===== src/hw/rtl/msfr_pkg.sv =====
// Shared constants, types and register codes of the multiport frame receiver.
package msfr_pkg;

    // Number of serial ports that keep their own frame state.
    localparam int NUM_PORTS = 5;

    localparam int PORT_W = 3;
    localparam int DATA_W = 8;
    localparam int POS_W  = 9;
    localparam int HCNT_W = 4;
    localparam int PIDX_W = (NUM_PORTS > 1) ? $clog2(NUM_PORTS) : 1;

    // Queue between the front and back ends (power of two).
    localparam int QDEPTH = 4;
    localparam int QPTR_W = $clog2(QDEPTH);

    // Configuration port.
    localparam int ADDR_W = 4;
    localparam int APB_W  = 32;

    localparam logic [DATA_W-1:0] SYNC_RESET = 8'hAA;
    localparam logic [HCNT_W-1:0] HCNT_RESET = 4'd4;
    localparam logic [DATA_W-1:0] PCNT_RESET = 8'd190;

    // Register word indexes (byte address divided by four).
    typedef enum logic [1:0] {
        REG_SYNC_BYTE     = 2'd0,
        REG_HEADER_COUNT  = 2'd1,
        REG_PAYLOAD_COUNT = 2'd2
    } reg_idx_t;

    typedef struct packed {
        logic [DATA_W-1:0] sync_byte;
        logic [HCNT_W-1:0] header_count;
        logic [DATA_W-1:0] payload_count;
    } cfg_t;

    // One classified byte as it travels from the front end to the back end.
    typedef struct packed {
        logic [PORT_W-1:0] port;
        logic [PIDX_W-1:0] idx;
        logic              in_range;
        logic [DATA_W-1:0] data;
    } item_t;

    // One result transfer.
    typedef struct packed {
        logic [PORT_W-1:0] port_out;
        logic [DATA_W-1:0] byte_out;
        logic              kept;
        logic [POS_W-1:0]  position;
        logic              frame_end;
        logic              frame_good;
    } result_t;

endpackage


===== src/hw/rtl/msfr_front.sv =====
// Front end: accepts input bytes and classifies their port.
module msfr_front (
    input  logic                          aclk,
    input  logic                          aresetn,
    input  logic                          in_valid,
    output logic                          in_ready,
    input  logic [msfr_pkg::PORT_W-1:0]   in_port,
    input  logic [msfr_pkg::DATA_W-1:0]   in_data,
    output logic                          out_valid,
    input  logic                          out_ready,
    output msfr_pkg::item_t               out_item
);
    import msfr_pkg::*;

    logic  valid_reg;
    item_t item_reg;
    item_t item_next;

    // The stage takes a new byte whenever it is empty or drains this cycle.
    assign in_ready  = !valid_reg || out_ready;
    assign out_valid = valid_reg;
    assign out_item  = item_reg;

    // Decode the port into an array index and a range flag.
    always_comb begin
        item_next.port     = in_port;
        item_next.idx      = PIDX_W'(in_port);
        item_next.in_range = (32'(in_port) < NUM_PORTS);
        item_next.data     = in_data;
    end

    always_ff @(posedge aclk) begin
        if (!aresetn) begin
            valid_reg <= 1'b0;
        end else if (in_valid && in_ready) begin
            valid_reg <= 1'b1;
        end else if (out_ready) begin
            valid_reg <= 1'b0;
        end
    end

    always_ff @(posedge aclk) begin
        if (in_valid && in_ready) begin
            item_reg <= item_next;
        end
    end

endmodule


===== src/hw/rtl/msfr_queue.sv =====
// Short queue of classified bytes between the front and back ends.
module msfr_queue (
    input  logic              aclk,
    input  logic              aresetn,
    input  logic              in_valid,
    output logic              in_ready,
    input  msfr_pkg::item_t   in_item,
    output logic              out_valid,
    input  logic              out_ready,
    output msfr_pkg::item_t   out_item
);
    import msfr_pkg::*;

    item_t             mem [QDEPTH];
    logic [QPTR_W-1:0] wr_ptr_reg;
    logic [QPTR_W-1:0] rd_ptr_reg;
    logic [QPTR_W:0]   count_reg;
    logic              push;
    logic              pop;

    assign in_ready  = (count_reg != (QPTR_W + 1)'(QDEPTH));
    assign out_valid = (count_reg != '0);
    assign out_item  = mem[rd_ptr_reg];
    assign push      = in_valid && in_ready;
    assign pop       = out_valid && out_ready;

    // Pointers wrap naturally since the depth is a power of two.
    always_ff @(posedge aclk) begin
        if (!aresetn) begin
            wr_ptr_reg <= '0;
            rd_ptr_reg <= '0;
            count_reg  <= '0;
        end else begin
            if (push) begin
                wr_ptr_reg <= wr_ptr_reg + 1'b1;
            end
            if (pop) begin
                rd_ptr_reg <= rd_ptr_reg + 1'b1;
            end
            if (push && !pop) begin
                count_reg <= count_reg + 1'b1;
            end else if (pop && !push) begin
                count_reg <= count_reg - 1'b1;
            end
        end
    end

    always_ff @(posedge aclk) begin
        if (push) begin
            mem[wr_ptr_reg] <= in_item;
        end
    end

endmodule


===== src/hw/rtl/msfr_back.sv =====
// Back end: per-port frame tracking, checksum check and the result register.
module msfr_back (
    input  logic                aclk,
    input  logic                aresetn,
    input  msfr_pkg::cfg_t      cfg,
    input  logic                in_valid,
    output logic                in_ready,
    input  msfr_pkg::item_t     in_item,
    output logic                out_valid,
    input  logic                out_ready,
    output msfr_pkg::result_t   out_result
);
    import msfr_pkg::*;

    logic [POS_W-1:0]  pos_reg [NUM_PORTS];
    logic [DATA_W-1:0] sum_reg [NUM_PORTS];
    logic              valid_reg;
    result_t           result_reg;

    logic [POS_W-1:0]  cur;
    logic [DATA_W-1:0] sum;
    logic [POS_W-1:0]  hdr;
    logic [POS_W-1:0]  ck;
    logic [POS_W-1:0]  pos_next;
    logic [DATA_W-1:0] sum_next;
    result_t           result_next;
    logic              take;

    assign in_ready   = !valid_reg || out_ready;
    assign take       = in_valid && in_ready;
    assign out_valid  = valid_reg;
    assign out_result = result_reg;

    // Select the state of the byte's port.
    always_comb begin
        cur = '0;
        sum = '0;
        for (int i = 0; i < NUM_PORTS; i++) begin
            if (in_item.in_range && (in_item.idx == PIDX_W'(i))) begin
                cur = pos_reg[i];
                sum = sum_reg[i];
            end
        end
    end

    // Classify the byte against the frame layout and work out the new state.
    always_comb begin
        hdr = POS_W'(cfg.header_count);
        ck  = hdr + POS_W'(cfg.payload_count);

        pos_next = '0;
        sum_next = '0;

        result_next.port_out   = in_item.port;
        result_next.byte_out   = in_item.data;
        result_next.kept       = 1'b0;
        result_next.position   = '0;
        result_next.frame_end  = 1'b0;
        result_next.frame_good = 1'b0;

        if (cur < hdr) begin
            // Header byte: it must match the sync value or the hunt restarts.
            if (in_item.data == cfg.sync_byte) begin
                result_next.kept     = 1'b1;
                result_next.position = cur;
                pos_next             = cur + 1'b1;
                sum_next             = sum;
            end
        end else if (cur < ck) begin
            // Payload byte: keep it and add it to the running sum.
            result_next.kept     = 1'b1;
            result_next.position = cur;
            pos_next             = cur + 1'b1;
            sum_next             = sum + in_item.data;
        end else if (cur == ck) begin
            // Checksum byte: the frame ends and the port starts over.
            result_next.kept       = 1'b1;
            result_next.position   = cur;
            result_next.frame_end  = 1'b1;
            result_next.frame_good = (in_item.data == sum);
        end
        // A position left beyond the checksum index restarts the port.

        if (!in_item.in_range) begin
            result_next.kept       = 1'b0;
            result_next.position   = '0;
            result_next.frame_end  = 1'b0;
            result_next.frame_good = 1'b0;
        end
    end

    // Per-port state, written back in the cycle the byte is taken.
    always_ff @(posedge aclk) begin
        if (!aresetn) begin
            for (int i = 0; i < NUM_PORTS; i++) begin
                pos_reg[i] <= '0;
                sum_reg[i] <= '0;
            end
        end else if (take && in_item.in_range) begin
            for (int i = 0; i < NUM_PORTS; i++) begin
                if (in_item.idx == PIDX_W'(i)) begin
                    pos_reg[i] <= pos_next;
                    sum_reg[i] <= sum_next;
                end
            end
        end
    end

    // Result register.
    always_ff @(posedge aclk) begin
        if (!aresetn) begin
            valid_reg <= 1'b0;
        end else if (take) begin
            valid_reg <= 1'b1;
        end else if (out_ready) begin
            valid_reg <= 1'b0;
        end
    end

    always_ff @(posedge aclk) begin
        if (take) begin
            result_reg <= result_next;
        end
    end

endmodule


===== src/hw/rtl/multiport_sync_frame_receiver_core.sv =====
// Top level of the multiport sync-header frame receiver with additive checksum.
//
// Bytes tagged with their serial port enter on the s_ stream and produce exactly
// one result transfer each on the m_ stream, in order. Each of the ports keeps a
// frame position and an 8-bit running sum: header_count bytes equal to sync_byte
// open a frame, payload_count bytes are kept and summed modulo 256, and the next
// byte is compared with the sum (m_tlast marks it, frame_good reports the match).
// The block sustains one byte per clock cycle while m_tready is held high; that figure is set
// by the per-port read-modify-write of position and sum in the back end. A byte passes
// through the front-end register, the four-entry queue and the result register.
// Registers are to be written over the APB port only while the stream is idle; the block
// itself does not enforce this. A write takes effect on the next byte of every port.
module multiport_sync_frame_receiver_core (
    input  logic                          aclk,
    input  logic                          aresetn,

    // Input stream.
    input  logic                          s_tvalid,
    output logic                          s_tready,
    input  logic [7:0]                    s_tdata,   // [7:0] data_byte
    input  logic [2:0]                    s_tuser,   // [2:0] port

    // Result stream.
    output logic                          m_tvalid,
    input  logic                          m_tready,
    output logic [23:0]                   m_tdata,   // [7:0] byte_out, [16:8] position
    output logic [4:0]                    m_tuser,   // [2:0] port_out, [3] kept, [4] frame_good
    output logic                          m_tlast,   // frame_end

    // Configuration port.
    input  logic                          psel,
    input  logic                          penable,
    input  logic                          pwrite,
    input  logic [msfr_pkg::ADDR_W-1:0]   paddr,
    input  logic [msfr_pkg::APB_W-1:0]    pwdata,
    output logic [msfr_pkg::APB_W-1:0]    prdata,
    output logic                          pready
);
    import msfr_pkg::*;

    cfg_t     cfg_reg;
    reg_idx_t reg_idx;
    logic     cfg_wr;

    logic     fq_valid;
    logic     fq_ready;
    item_t    fq_item;
    logic     qb_valid;
    logic     qb_ready;
    item_t    qb_item;
    result_t  result;

    // Register file on the APB port.
    assign pready  = 1'b1;
    assign reg_idx = reg_idx_t'(paddr[3:2]);
    assign cfg_wr  = psel && penable && pwrite && pready;

    always_ff @(posedge aclk) begin
        if (!aresetn) begin
            cfg_reg.sync_byte     <= SYNC_RESET;
            cfg_reg.header_count  <= HCNT_RESET;
            cfg_reg.payload_count <= PCNT_RESET;
        end else if (cfg_wr) begin
            unique case (reg_idx)
                REG_SYNC_BYTE:     cfg_reg.sync_byte     <= pwdata[DATA_W-1:0];
                REG_HEADER_COUNT:  cfg_reg.header_count  <= pwdata[HCNT_W-1:0];
                REG_PAYLOAD_COUNT: cfg_reg.payload_count <= pwdata[DATA_W-1:0];
                default: ;
            endcase
        end
    end

    always_comb begin
        unique case (reg_idx)
            REG_SYNC_BYTE:     prdata = APB_W'(cfg_reg.sync_byte);
            REG_HEADER_COUNT:  prdata = APB_W'(cfg_reg.header_count);
            REG_PAYLOAD_COUNT: prdata = APB_W'(cfg_reg.payload_count);
            default:           prdata = '0;
        endcase
    end

    msfr_front u_front (
        .aclk      (aclk),
        .aresetn   (aresetn),
        .in_valid  (s_tvalid),
        .in_ready  (s_tready),
        .in_port   (s_tuser),
        .in_data   (s_tdata),
        .out_valid (fq_valid),
        .out_ready (fq_ready),
        .out_item  (fq_item)
    );

    msfr_queue u_queue (
        .aclk      (aclk),
        .aresetn   (aresetn),
        .in_valid  (fq_valid),
        .in_ready  (fq_ready),
        .in_item   (fq_item),
        .out_valid (qb_valid),
        .out_ready (qb_ready),
        .out_item  (qb_item)
    );

    msfr_back u_back (
        .aclk       (aclk),
        .aresetn    (aresetn),
        .cfg        (cfg_reg),
        .in_valid   (qb_valid),
        .in_ready   (qb_ready),
        .in_item    (qb_item),
        .out_valid  (m_tvalid),
        .out_ready  (m_tready),
        .out_result (result)
    );

    // Pack the result transfer.
    assign m_tdata = {7'b0, result.position, result.byte_out};
    assign m_tuser = {result.frame_good, result.kept, result.port_out};
    assign m_tlast = result.frame_end;

`ifndef NO_ASSERTIONS
    // The result stream is empty in the cycle after reset.
    assert property (@(posedge aclk) !aresetn |=> !m_tvalid)
        else $error("result valid after reset");

    // A good frame flag only comes with the checksum byte.
    assert property (@(posedge aclk) disable iff (!aresetn)
        (m_tvalid && m_tuser[4]) |-> (m_tlast && m_tuser[3]))
        else $error("frame_good without frame_end");

    // A discarded byte reports position zero.
    assert property (@(posedge aclk) disable iff (!aresetn)
        (m_tvalid && !m_tuser[3]) |-> (m_tdata[16:8] == 9'd0 && !m_tlast))
        else $error("discarded byte with a position");

    // A kept byte inside the header always equals the sync value.
    assert property (@(posedge aclk) disable iff (!aresetn)
        (m_tvalid && m_tuser[3] && (m_tdata[16:8] < 9'(cfg_reg.header_count)))
        |-> (m_tdata[7:0] == cfg_reg.sync_byte))
        else $error("header byte kept without matching sync value");
`endif

endmodule

===== config.mk =====
export PLATFORM = sky130hd
export DESIGN_NAME = multiport_sync_frame_receiver_core
export DESIGN_NICKNAME = d
export VERILOG_FILES = /design/src/hw/rtl/msfr_pkg.sv /design/src/hw/rtl/msfr_front.sv /design/src/hw/rtl/msfr_queue.sv /design/src/hw/rtl/msfr_back.sv /design/src/hw/rtl/multiport_sync_frame_receiver_core.sv
export SDC_FILE = /design/constraint.sdc
export NUM_CORES = 1
export LEC_CHECK = 0
export BUFFER_PORTS_ARGS = -buffer_cell sky130_fd_sc_hd__buf_4
export CAP_MARGIN = 20
export CORE_ASPECT_RATIO = 1.75
export CORE_MARGIN = 2
export CORE_UTILIZATION = 29
export DETAILED_ROUTE_END_ITERATION = 8
export PLACE_DENSITY = 0.52
export SLEW_MARGIN = 0
export SYNTH_ARGS = -nofsm -noshare
export SYNTH_HDL_FRONTEND = slang
export SYNTH_HIERARCHICAL = 1
export SYNTH_SLANG_ARGS = --single-unit

===== constraint.sdc =====
create_clock -name aclk -period 7.1 [get_ports aclk]
set_clock_uncertainty 0.15 [all_clocks]
set_input_delay 0.355 -clock aclk [delete_from_list [all_inputs] [get_ports aclk]]
set_output_delay 0.355 -clock aclk [all_outputs]
set_load 0.01 [all_outputs]

==> metrics.md, run 1 <==
| Metric | Value |
|---|---|
| Status | finished clean |
| GRT overflow | 0 |
| IO Pins | approximately 120 |
| Crit share post-route | approximately three quarters |
| Mean Syn Cell Area | about 14 um^2 |
| Clk sink count | around 210 |
| Final Cell Area | between 10,000 and 15,000 um^2 |
| Main synth FF type | edfxtp_1 |
| Largest net degree at the start of global routing | 50 |
| CTS tree | built |
| Crit Path Max Fanout | 30 |
| Die Span Y | about 250 um |
| Area Overhead vs Synth | 16.20% |
| CTS buffer count | 21 |
| Mapped Cells | 715 |
| Post-synthesis sequential area ratio | roughly three fifths |
| First DRT Iteration DRCs | 335 |
| Worst Tran Pin Value | approximately 970 ps |
| Initial Util | 29.34% |
| Warnings from Yosys | 6 |
| Cts repair resizes | 0 |
| Drt drc | 0 |
| Routability cong. | 0.7953 |
| Post-synth EDFFs | 180 |
| DP Area | 10,850 um^2 |
| First-pass GRT wire length | 35,470 um |
| WL met3 | 957 um |
| Met2 Wirelength | between 10,000 and 15,000 um |
| Slew Limit Headroom | around a third |
| Ant diodes | 0 |
| Initial antenna violation count | 0 |
| R2R Path End | u_back/sum_reg[0][22] |
| Top routing layer used | met4 |
| Vias in the first global route | between 6,000 and 7,000 |
| Final Critical Period | between 5000 and 6000 ps |
| Vias/cell | 4.680 |
| Hold path cells | 3 |
| Reg2reg path depth | 12 |
| Yosys cell types | just under 90 |
| Setup TNS | 0 ps |
| Fraction of layout cells with a size suffix above 1 | about a fifth |
| Internal reg-to-reg setup slack | 1700 ps |
| Max-cap check violation count | 0 |
| Post-CTS Setup Bufs | 0 |
| Hold Path Class | input pin to register |
| Startpoint types | register |
| Arrival @ worst endpoint | approximately 5500 ps |
| Layout Nets | 878 |
| RSZ-0062 raised after global routing | no |
| DRT antenna net count | 0 |
| Post-DP HPWL | 16,460 um |
| Die Wd | ~150 um |
| Worst-Skew Late Latency | 520 ps |
| WL/cell | 18.39 um |
| Final worst slack | approximately 1700 ps |
| CP Class | register to register |
| Worst hold endpoint | cfg_reg[12] |
| Drt first pass iters | 5 |
| Vias | about 5,900 |
| Port bufs | 60 |
| LEAKAGE | ~0.0042 uW |
| CP required | approximately 7000 ps |
| Post-place setup slack | 1690 ps |
| Crit. End Element | register |
| Worst VDD drop | 206.5 uV |
| Longest Clk Path Bufs | 3 |
| GRT Overall Usage | 12.66% |
| WL met1 | 8352 um |
| CTS Hold Buffers Added | 19 |
| Die area | 36,430 um^2 |
| Fmax | 0.1852 GHz |
| Final Hold Violating Endpoints | 0 |
| Setup violations, final | 0 |
| Seq cells post-synth | between 200 and 250 |
| CTS root buffer | clkbuf_16 |
| Hold_ws | 33.09 ps |
| Post-synthesis async set-or-reset flop share | 0% |
| Post-Route WL | ~23,000 um |
| Clock slew at reported path FFs | 70 ps |
| Mapped Area | around 10,000 um^2 |
| Pwr dens | ~360 nW/um^2 |
| Final Max Tran Viols | 0 |
| CTS H-tree depth | 1 |
| Core region area | between 30,000 and 40,000 um^2 |
| # fillers | approximately 3,500 |
| Min-delay src | pwdata[0] |
| Tot Pwr | 4273 uW |
| Number of flip-flops in the largest register | 60 |
| Cell Rows | 90 |
cells by family (layout without fill, tap and decap cells):
kind of cell	Yosys count	after routing	synth area share (%)
buffers and inverters	87	149	5.445
AO/OA/AOI/OAI	113	113	9.207
XOR/XNOR	28	28	2.562
multiplexers	60	60	8.093
AND/OR/NAND/NOR	182	182	10.84
flip-flops	211	211	59.60
adder cells (fa/ha/maj)	32	32	4.183
other	2	32	0.07428
routing by layer:
layer  global-route usage (%)  vias to the layer above
met4                    5.546                        0
met3                    1.561                       45
met2                    25.48                      151
li1                         -                     2819
met5                        0                        -
met1                    12.86                     2915
report_power, final:
group,internal [uW],switching [uW],total (uW)
clock,661,490,1150
sequential,1590,86.8,1670
combinational,566,883,1450
total,2810,1460,4270
worst max-delay path: stages, from the launching register on:
cell	delay, ps
dfxtp_1	640
mux4_2	820
nand2b_1	390
nor2_2	180
a221oi_2	550
inv_2	150
ha_1	340
nand3_1	110
o21bai_1	110
a311oi_1	160
nor2_1	590
inv_1	90
o41ai_1	770
area by class of cell:
| class | instances | area (um^2) | area share [%] |
|---|---|---|---|
| sequential | 211 | 6026 | 51.29 |
| tap | 460 | 575.6 | 4.899 |
| multi-input combinational | 447 | 3655 | 31.11 |
| clock inverter | 16 | 180.2 | 1.534 |
| timing repair buffer | 85 | 685.7 | 5.836 |
| clock buffer | 22 | 529.3 | 4.505 |
| inverter | 26 | 97.59 | 0.8307 |
worst max path at each step:
stage | end | depth (start not counted)
finish | u_back/sum_reg[0][22] | 12
global route | u_back/sum_reg[0][22] | 12
CTS | u_back/pos_reg[0][41] | 12
detailed placement | u_back/pos_reg[0][5] | 12
global placement | u_back/pos_reg[0][23] | 11
floorplan | u_back/sum_reg[0][14] | 18
synthesized netlist by cell type, types with 3 or more instances:
library cell / instances / area (um^2)
o21ai_0: 16 / 80.08
nor3_1: 12 / 60.06
mux2_2: 9 / 101.4
fa_1: 3 / 60.06
clkbuf_1: 6 / 22.52
nor2_1: 15 / 56.30
buf_4: 41 / 307.8
nand3_1: 16 / 80.08
nand4_1: 13 / 81.33
a22oi_1: 4 / 30.03
mux4_1: 5 / 131.4
mux2i_1: 36 / 360.4
nand3b_1: 7 / 52.55
nor2_2: 3 / 18.77
buf_6: 6 / 67.56
xor2_1: 8 / 70.07
buf_2: 7 / 35.03
ha_1: 29 / 362.9
a21o_1: 5 / 37.54
mux4_2: 10 / 225.2
nor2b_1: 25 / 156.4
o211ai_1: 9 / 67.56
nand2b_1: 9 / 56.30
edfxtp_1: 180 / 5405
or3_1: 6 / 37.54
xnor2_1: 19 / 166.4
a22o_1: 4 / 35.03
a21boi_0: 3 / 22.52
nor3b_1: 5 / 37.54
inv_2: 3 / 11.26
a21oi_1: 24 / 120.1
inv_1: 23 / 86.33
and2_1: 10 / 62.56
a221o_1: 5 / 50.05
nor4_1: 3 / 18.77
o2bb2ai_1: 4 / 35.03
dfxtp_1: 31 / 620.6
nand2_1: 37 / 138.9
cells in the final DEF (no fill, tap or decap), types with 12 or more instances in the layout:
master         count
edfxtp_1         180
buf_4             66
nand2_1           37
mux2i_1           36
conb_1            32
dfxtp_1           31
ha_1              29
nor2b_1           25
a21oi_1           24
inv_1             23
clkbuf_16         21
dlygate4sd3_1     19
xnor2_1           19
nand3_1           16
o21ai_0           15
nor2_1            15
nand4_1           13
nor3_1            12
through the flow:
stage | utilization [%] | instances
floorplan | - | 745
global placement | 31.49 | 1210
detailed placement | 31.49 | 1210
CTS | 34.10 | 1267
global route | 34.10 | 1267
finish | 34.10 | 1267
No activity file was read; power rests on OpenSTA's default activity.
==> inputs of run 2 (changes only) <==
--- a/config.mk
+++ b/config.mk
@@ -11,7 +11,7 @@
 export CORE_MARGIN = 2
 export CORE_UTILIZATION = 29
 export DETAILED_ROUTE_END_ITERATION = 8
-export PLACE_DENSITY = 0.52
+export PLACE_DENSITY = 0.54
 export SLEW_MARGIN = 0
 export SYNTH_ARGS = -nofsm -noshare
 export SYNTH_HDL_FRONTEND = slang
==> constraint.sdc (replaced) <==
create_clock -name aclk -period 4.75 [get_ports aclk]
set_clock_uncertainty 0.15 [all_clocks]
set_input_delay 0.2375 -clock aclk [delete_from_list [all_inputs] [get_ports aclk]]
set_output_delay 0.2375 -clock aclk [all_outputs]
set_load 0.01 [all_outputs]
==> metrics.md, run 2 (synthesized netlist as in run 1, its figures left out) <==
| Metric | Value |
|---|---|
| Critical-path cell list | buf_4 -> mux4_2 -> and4bb_4 -> nor2b_1 -> o31ai_2 -> buf_4 -> and2_1 -> ha_1 -> nor2b_1 -> o21bai_1 -> a311oi_2 -> nor3_1 -> o21ai_4 -> a211oi_2 |
| Clock slew at reported path FFs | 70 ps (about the same) |
| Clock Power Share | 24.0% (-2.9 points) |
| Setup TNS | 0 ps (unchanged) |
| Setup violations, final | 0 (unchanged) |
| Drt first pass iters | 5 (unchanged) |
| RSZ-0062 raised after global routing | no |
| Crit. End Element | register |
| Worst-Skew Late Latency | 510 ps (about the same) |
| Drt drc | 0 (unchanged) |
| GRT overflow | 0 (unchanged) |
| Crit share post-route | 92.69% (+17 points) |
| Sequential power share | 38.0% (-1.2 points) |
| Hold Path Class | input pin to register |
| Slew Limit Headroom | 33.31% (-1.7 points) |
| Cell Rows | 90 (unchanged) |
| Crit Path Max Fanout | 11 (-63%) |
| WL met1 | 8157 um (-2.3%) |
| Routability cong. | 0.8244 (+3.7%) |
| Final Critical Period | 4403 ps (-996.4 ps) |
| Vias/cell | 4.714 (+0.71%) |
| Layout Nets | 926 (+5.5%) |
| Die Span Y | 251.0 um (unchanged) |
| Hold_ws | 35.08 ps (+1.990 ps) |
| CP max-delay cell | mux4_2 |
| GRT Overall Usage | 13.32% (+0.66 points) |
| Top routing layer used | met4 |
| Initial antenna violation count | 0 (unchanged) |
| Clk sink count | 211 (unchanged) |
| CP required | 4850 ps (-2300 ps) |
| Final Hold Violating Endpoints | 0 (unchanged) |
| Post-layout util | 35.09% (+0.99 points) |
| Initial Util | 29.34% (unchanged) |
| Fraction of layout cells with a size suffix above 1 | 24.50% (+4.8 points) |
| First DRT Iteration DRCs | 264 (-21%) |
| Met2 Wirelength | 14,190 um (+7.5%) |
| Startpoint types | register |
| IO Pins | 119 (unchanged) |
| Port bufs | 60 (unchanged) |
| Combinational fraction of design power | 38.0% (+4.1 points) |
| WL met3 | 777 um (-19%) |
| Switching Share | 34.23% (+0.084 points) |
| Area Overhead vs Synth | 19.58% |
| CTS root buffer | clkbuf_16 |
| # fillers | 3,429 (-1.2%) |
| Largest net degree at the start of global routing | 50 (unchanged) |
| Arrival @ worst endpoint | 4500 ps (-950 ps) |
| Ant diodes | 0 (unchanged) |
| Worst VDD drop | 423.4 uV (+110%) |
| Number of flip-flops in the largest register | 60 (unchanged) |
| Most frequent cells in the layout | edfxtp_1 (180), buf_4 (114), nand2_1 (37) |
| CTS H-tree depth | 1 (unchanged) |
| LEAKAGE | 0.004451 uW (+5.3%) |
| Max-cap check violation count | 0 (unchanged) |
| Vias in the first global route | 6,323 (+2.9%) |
| Core region area | 34,460 um^2 (unchanged) |
| CP Class | register to register |
| WL/cell | 18.63 um (+1.3%) |
| Tot Pwr | 6570 uW (+54%) |
| Post-DP HPWL | 17,990 um (+9.3%) |
| CTS buffer count | 19 (-9.5%) |
| Vias | 6,189 (+4.4%) |
| Commonest non-fill, non-tap cell in the layout | edfxtp_1 |
| Post-Route WL | 24,460 um (+5.0%) |
| Status | finished clean |
| First-pass GRT wire length | 37,230 um (+5.0%) |
| Longest Clk Path Bufs | 3 (unchanged) |
| Die area | 36,430 um^2 (unchanged) |
| DRT antenna net count | 0 (unchanged) |
| Fmax | 0.2271 GHz (+23%) |
| Die Wd | 145.2 um (unchanged) |
| Pint | 4321 uW (+54%) |
| Worst Tran Pin Value | 998.0 ps (+25.56 ps) |
| CP max stage delay | 640 ps (-180 ps) |
| Psw | 2249 uW (+54%) |
| Pwr dens | 543.4 nW/um^2 (+49%) |
| CTS tree | built |
| Final Max Tran Viols | 0 (unchanged) |
run 2: power groups by stage:
| stage | clock network, uW | registers [uW] | logic [uW] |
|---|---|---|---|
| detailed placement | 0 | 2540 | 2450 |
| global route | 1680 | 2530 | 2690 |
| global placement | 0 | 2530 | 2450 |
| floorplan | 0 | 2560 | 1550 |
| finish | 1580 | 2490 | 2500 |
| CTS | 1630 | 2500 | 2480 |
run 2: metrics by stage:
stage | cells | worst slack (ps) | cell area (um^2)
floorplan | 745 | 565.7 | 10220
global placement | 1254 | -54.24 | 11180
detailed placement | 1254 | -58.25 | 11180
CTS | 1308 | 28.79 | 12020
global route | 1313 | 19.72 | 12090
finish | 1313 | 347.4 | 12090
run 2: layer usage:
layer | up-vias | global-route usage, %
met2 | 170 | 26.97
met1 | 3060 | 12.63
met4 | 0 | 7.983
li1 | 2902 | -
met3 | 57 | 1.452
met5 | - | 0
run 2: final cells by class:
type                    instances  area (um^2)  share of cell area (%)
multi-input cells             447         3680                   30.44
well taps                     460        575.6                   4.760
flip-flops and latches        211         6026                   49.84
clock inverters                10        101.3                  0.8383
repair buffers                135         1076                   8.900
clock buffers                  24        534.3                   4.419
inverters                      26        97.59                  0.8072
run 2: worst paths after layout:
| kind | cells after the start | slack (ps) | end | start |
|---|---|---|---|---|
| max | 14 | 350 | u_back/pos_reg[0][44] | register |
| min | 3 | 40 | cfg_reg[16] | paddr[2] |
| max reg2reg | 14 | 350 | u_back/pos_reg[0][44] | register |
| min reg2reg | 0 | 340 | u_queue/mem[3][8] | u_front/out_item[8] |
run 2: critical path, delay by kind of cell, from the launching register on:
kind / cells / cell delay (ps)
compound gates: 5 / 1140
fa+ha+maj: 1 / 270
buf+inv: 2 / 320
flops: 1 / 500
mux: 1 / 640
simple gates: 5 / 1090
run 2: timing repair:
| item | CTS | global route |
|---|---|---|
| setup endpoints to repair | 10 | 70 |
| resized for setup | 2 | 4 |
| hold buffers | 20 | 0 |
| hold endpoints to repair | 33 | 0 |
| setup buffers | 0 | 5 |
==> inputs of run 3 (changes only) <==
--- a/config.mk
+++ b/config.mk
@@ -5,6 +5,7 @@
 export SDC_FILE = /design/constraint.sdc
 export NUM_CORES = 1
 export LEC_CHECK = 0
+export ABC_AREA = 1
 export BUFFER_PORTS_ARGS = -buffer_cell sky130_fd_sc_hd__buf_4
 export CAP_MARGIN = 20
 export CORE_ASPECT_RATIO = 1.75
==> metrics.md, run 3 <==
| Metric | Value |
|---|---|
| Slew Limit Headroom | 35.54% (+2.2 points) |
| Post-Route WL | 25,280 um (+3.4%) |
| Vias/cell | 4.527 (-4.0%) |
| Die Wd | 143.9 um (-0.87%) |
| Hold Path Class | input pin to register |
| Startpoint types | register |
| DRT antenna net count | 0 (unchanged) |
| Final Cell Area | 11,960 um^2 (-1.1%) |
| Routability cong. | 0.8311 (+0.81%) |
| Initial Util | 29.43% (+0.089 points) |
| GRT overflow | 0 (unchanged) |
| LEAKAGE | 0.004838 uW (+8.7%) |
| Final Max Tran Viols | 0 (unchanged) |
| Clock slew at reported path FFs | 60 ps (about the same) |
| Count leader, synth | nand2_1 |
| Status | finished clean |
| Cell Rows | 89 (-1.1%) |
| Arrival @ worst endpoint | 4490 ps (about the same) |
| WL/cell | 16.46 um (-12%) |
| Port bufs | 60 (unchanged) |
| Crit Path Max Fanout | 30 (+19) |
| CTS H-tree depth | 1 (unchanged) |
| Fmax | 0.2296 GHz (+1.1%) |
| Crit path top cell by count | nand2_1 |
| Clk sink count | 211 (unchanged) |
| CP Class | register to register |
| Largest net degree at the start of global routing | 33 (-34%) |
| Post-DP HPWL | 18,470 um (+2.6%) |
| Number of flip-flops in the largest register | 60 (unchanged) |
| Cell total after placement | 1,475 (+18%) |
| CTS root buffer | clkbuf_16 |
| RSZ-0062 raised after global routing | no |
| Mapped Area | 9931 um^2 (-1.8%) |
| Mapped Cells | 939 (+31%) |
| Post-synth EDFFs | 180 (unchanged) |
| Critical-path cell list | buf_4 -> o21ai_1 -> o22ai_1 -> nor2_4 -> nand2_1 -> inv_2 -> nand2_1 -> nand2_1 -> a21oi_1 -> nand2_1 -> o21ai_1 -> inv_1 -> ha_1 -> a21oi_1 -> o2111ai_1 -> nor2_2 -> nand2_2 -> buf_4 -> o21ai_1 -> nand2_1 -> nor2_1 |
| First-pass GRT wire length | 38,610 um (+3.7%) |
| DP Area | 11,040 um^2 (-1.2%) |
| Post-place setup slack | 380.8 ps (+439.1 ps) |
| Layout Cells excl Fill | 1,536 (+17%) |
| IO Pins | 119 (unchanged) |
| Setup TNS | 0 ps (unchanged) |
| CP max stage delay | 540 ps (-100 ps) |
| CTS tree | built |
| Crit share post-route | 91.69% (-1.0 points) |
| First DRT Iteration DRCs | 335 (+27%) |
| Core region area | 33,740 um^2 (-2.1%) |
| Critical path's top delay family | compound AO/OA/AOI/OAI gates |
| Ant diodes | 0 (unchanged) |
| Post-synthesis sequential area ratio | 60.68% (+1.1 points) |
| Area leader, netlist | edfxtp_1 |
| Area Overhead vs Synth | 20.39% |
| Post-layout util | 35.43% (+0.35 points) |
| Post-synthesis async set-or-reset flop share | 0% (unchanged) |
| Vias in the first global route | 6,938 (+9.7%) |
| CP required | 4890 ps (+40 ps) |
| Commonest non-fill, non-tap cell in the layout | nand2_1 |
| Setup violations, final | 0 (unchanged) |
| CTS buffer count | 20 (+1) |
| Crit. End Element | register |
| Mean Syn Cell Area | 10.58 um^2 (-25%) |
| Worst path bufs/invs | 4 (+2) |
| Vias | 6,954 (+12%) |
| GRT Overall Usage | 14.19% (+0.87 points) |
| Synth area leaders | edfxtp_1 (54%), nand2_1 (7.3%), dfxtp_1 (6.2%), nand3_1 (3.8%), nor2_1 (3.7%) |
| Final Critical Period | 4355 ps (-47.40 ps) |
| Max-cap check violation count | 0 (unchanged) |
| Synth top area share | 54.43% (+0.97 points) |
| Drt first pass iters | 4 (-1) |
| Final worst slack | 394.8 ps (+47.40 ps) |
| Initial antenna violation count | 0 (unchanged) |
| Longest Clk Path Bufs | 3 (unchanged) |
| Die area | 35,800 um^2 (-1.7%) |
| Worst-Skew Late Latency | 510 ps (about the same) |
| Most frequent cells after synthesis | nand2_1 (194), edfxtp_1 (180), nor2_1 (98) |
| Final Hold Violating Endpoints | 0 (unchanged) |
| # fillers | 3,334 (-2.8%) |
| Worst Tran Pin Value | 965.9 ps (-32.07 ps) |
| Pwr dens | 642.1 nW/um^2 (+18%) |
| Main synth FF type | edfxtp_1 |
| Drt drc | 0 (unchanged) |
| Most frequent cells in the layout | nand2_1 (194), edfxtp_1 (180), buf_4 (108) |
| Layout Nets | 1,153 (+25%) |
| CP max-delay cell | o22ai_1 |
| Fraction of layout cells with a size suffix above 1 | 18.41% (-6.1 points) |
| Yosys cell types | 43 (-52%) |
| Seq cells post-synth | 211 (unchanged) |
| Die Span Y | 248.8 um (-0.88%) |
| Worst VDD drop | 372.9 uV (-12%) |
| Warnings from Yosys | 6 (unchanged) |
-- run 3: changes by cell type after synthesis, sizes merged, moves of 11 or more --
| cell | change |
|---|---|
| nor2b | -26 |
| nor3 | -11 |
| and2 | -11 |
| inv | +51 |
| nand2 | +166 |
| mux4 | -15 |
| mux2i | -36 |
| o21ai | +38 |
| o22ai | +13 |
| nand3 | +59 |
| nor2 | +93 |
-- run 3: layer usage --
| layer | global-route usage, % | wire (um) | up-vias | share of wire, % |
|---|---|---|---|---|
| met3 | 2.057 | 1141 | 48 | 4.5 |
| met4 | 7.339 | 1189 | 0 | 4.7 |
| met1 | 14.08 | 8890 | 3334 | 35 |
| met2 | 27.59 | 14060 | 160 | 56 |
| li1 | - | - | 3412 | - |
| met5 | 0 | 0 | - | 0 |
-- run 3: path summary, 6_finish.rpt --
path | start | to | slack, ps | cells past startpoint
max reg2reg | register | u_back/sum_reg[0][4] | 390 | 21
min | m_tready | u_back/out_valid | 20 | 4
max | register | u_back/sum_reg[0][4] | 390 | 21
min reg2reg | u_front/out_item[0] | u_queue/mem[0][0] | 340 | 0
-- run 3: per-stage QoR --
step / hold slack [ps] / power [uW]
4_1_cts: 7.866 / 7745
5_1_grt: 48.30 / 8206
3_5_place_dp: 266.9 / 6085
2_1_floorplan: 186.4 / 4824
6_report: 22.17 / 7676
3_3_place_gp: 265.4 / 6045
-- run 3: what timing repair did --
item,4_1_cts,5_1_grt
gates resized for setup,0,0
endpoints found under the hold margin,36,0
hold buffers,25,0
setup buffers,0,0
-- run 3: cell type report --
cell class / count / area (um^2) / share of cell area, %
clock buffers: 25 / 550.5 / 4.605
repair buffers: 134 / 1081 / 9.042
multi-input cells: 622 / 3321 / 27.78
inverters: 78 / 295.3 / 2.470
well taps: 455 / 569.3 / 4.762
flip-flops and latches: 211 / 6026 / 50.40
clock inverters: 11 / 112.6 / 0.9419
-- run 3: logic make-up (layout without fill, tap and decap cells) --
group / after synthesis / in the layout / synth area share, %
compound gates: 118 / 118 / 7.093
fa+ha+maj: 32 / 32 / 4.259
simple gates: 415 / 415 / 18.57
other cells: 2 / 32 / 0.07562
xor+xnor: 25 / 25 / 2.205
flops: 211 / 211 / 60.68
buf+inv: 136 / 248 / 7.118
-- run 3: report_power, final --
part / internal [uW] / switching (uW) / total [uW]
clock network: 936 / 688 / 1620
registers: 2480 / 131 / 2610
logic: 1210 / 2220 / 3440
total: 4630 / 3040 / 7680
-- run 3: tightest hold or removal path: cells and delay by family --
family	cells	cell delay, ps
AOI/OAI and AO/OA	1	110
buffers and inverters	2	100
and+or+nand+nor	1	180
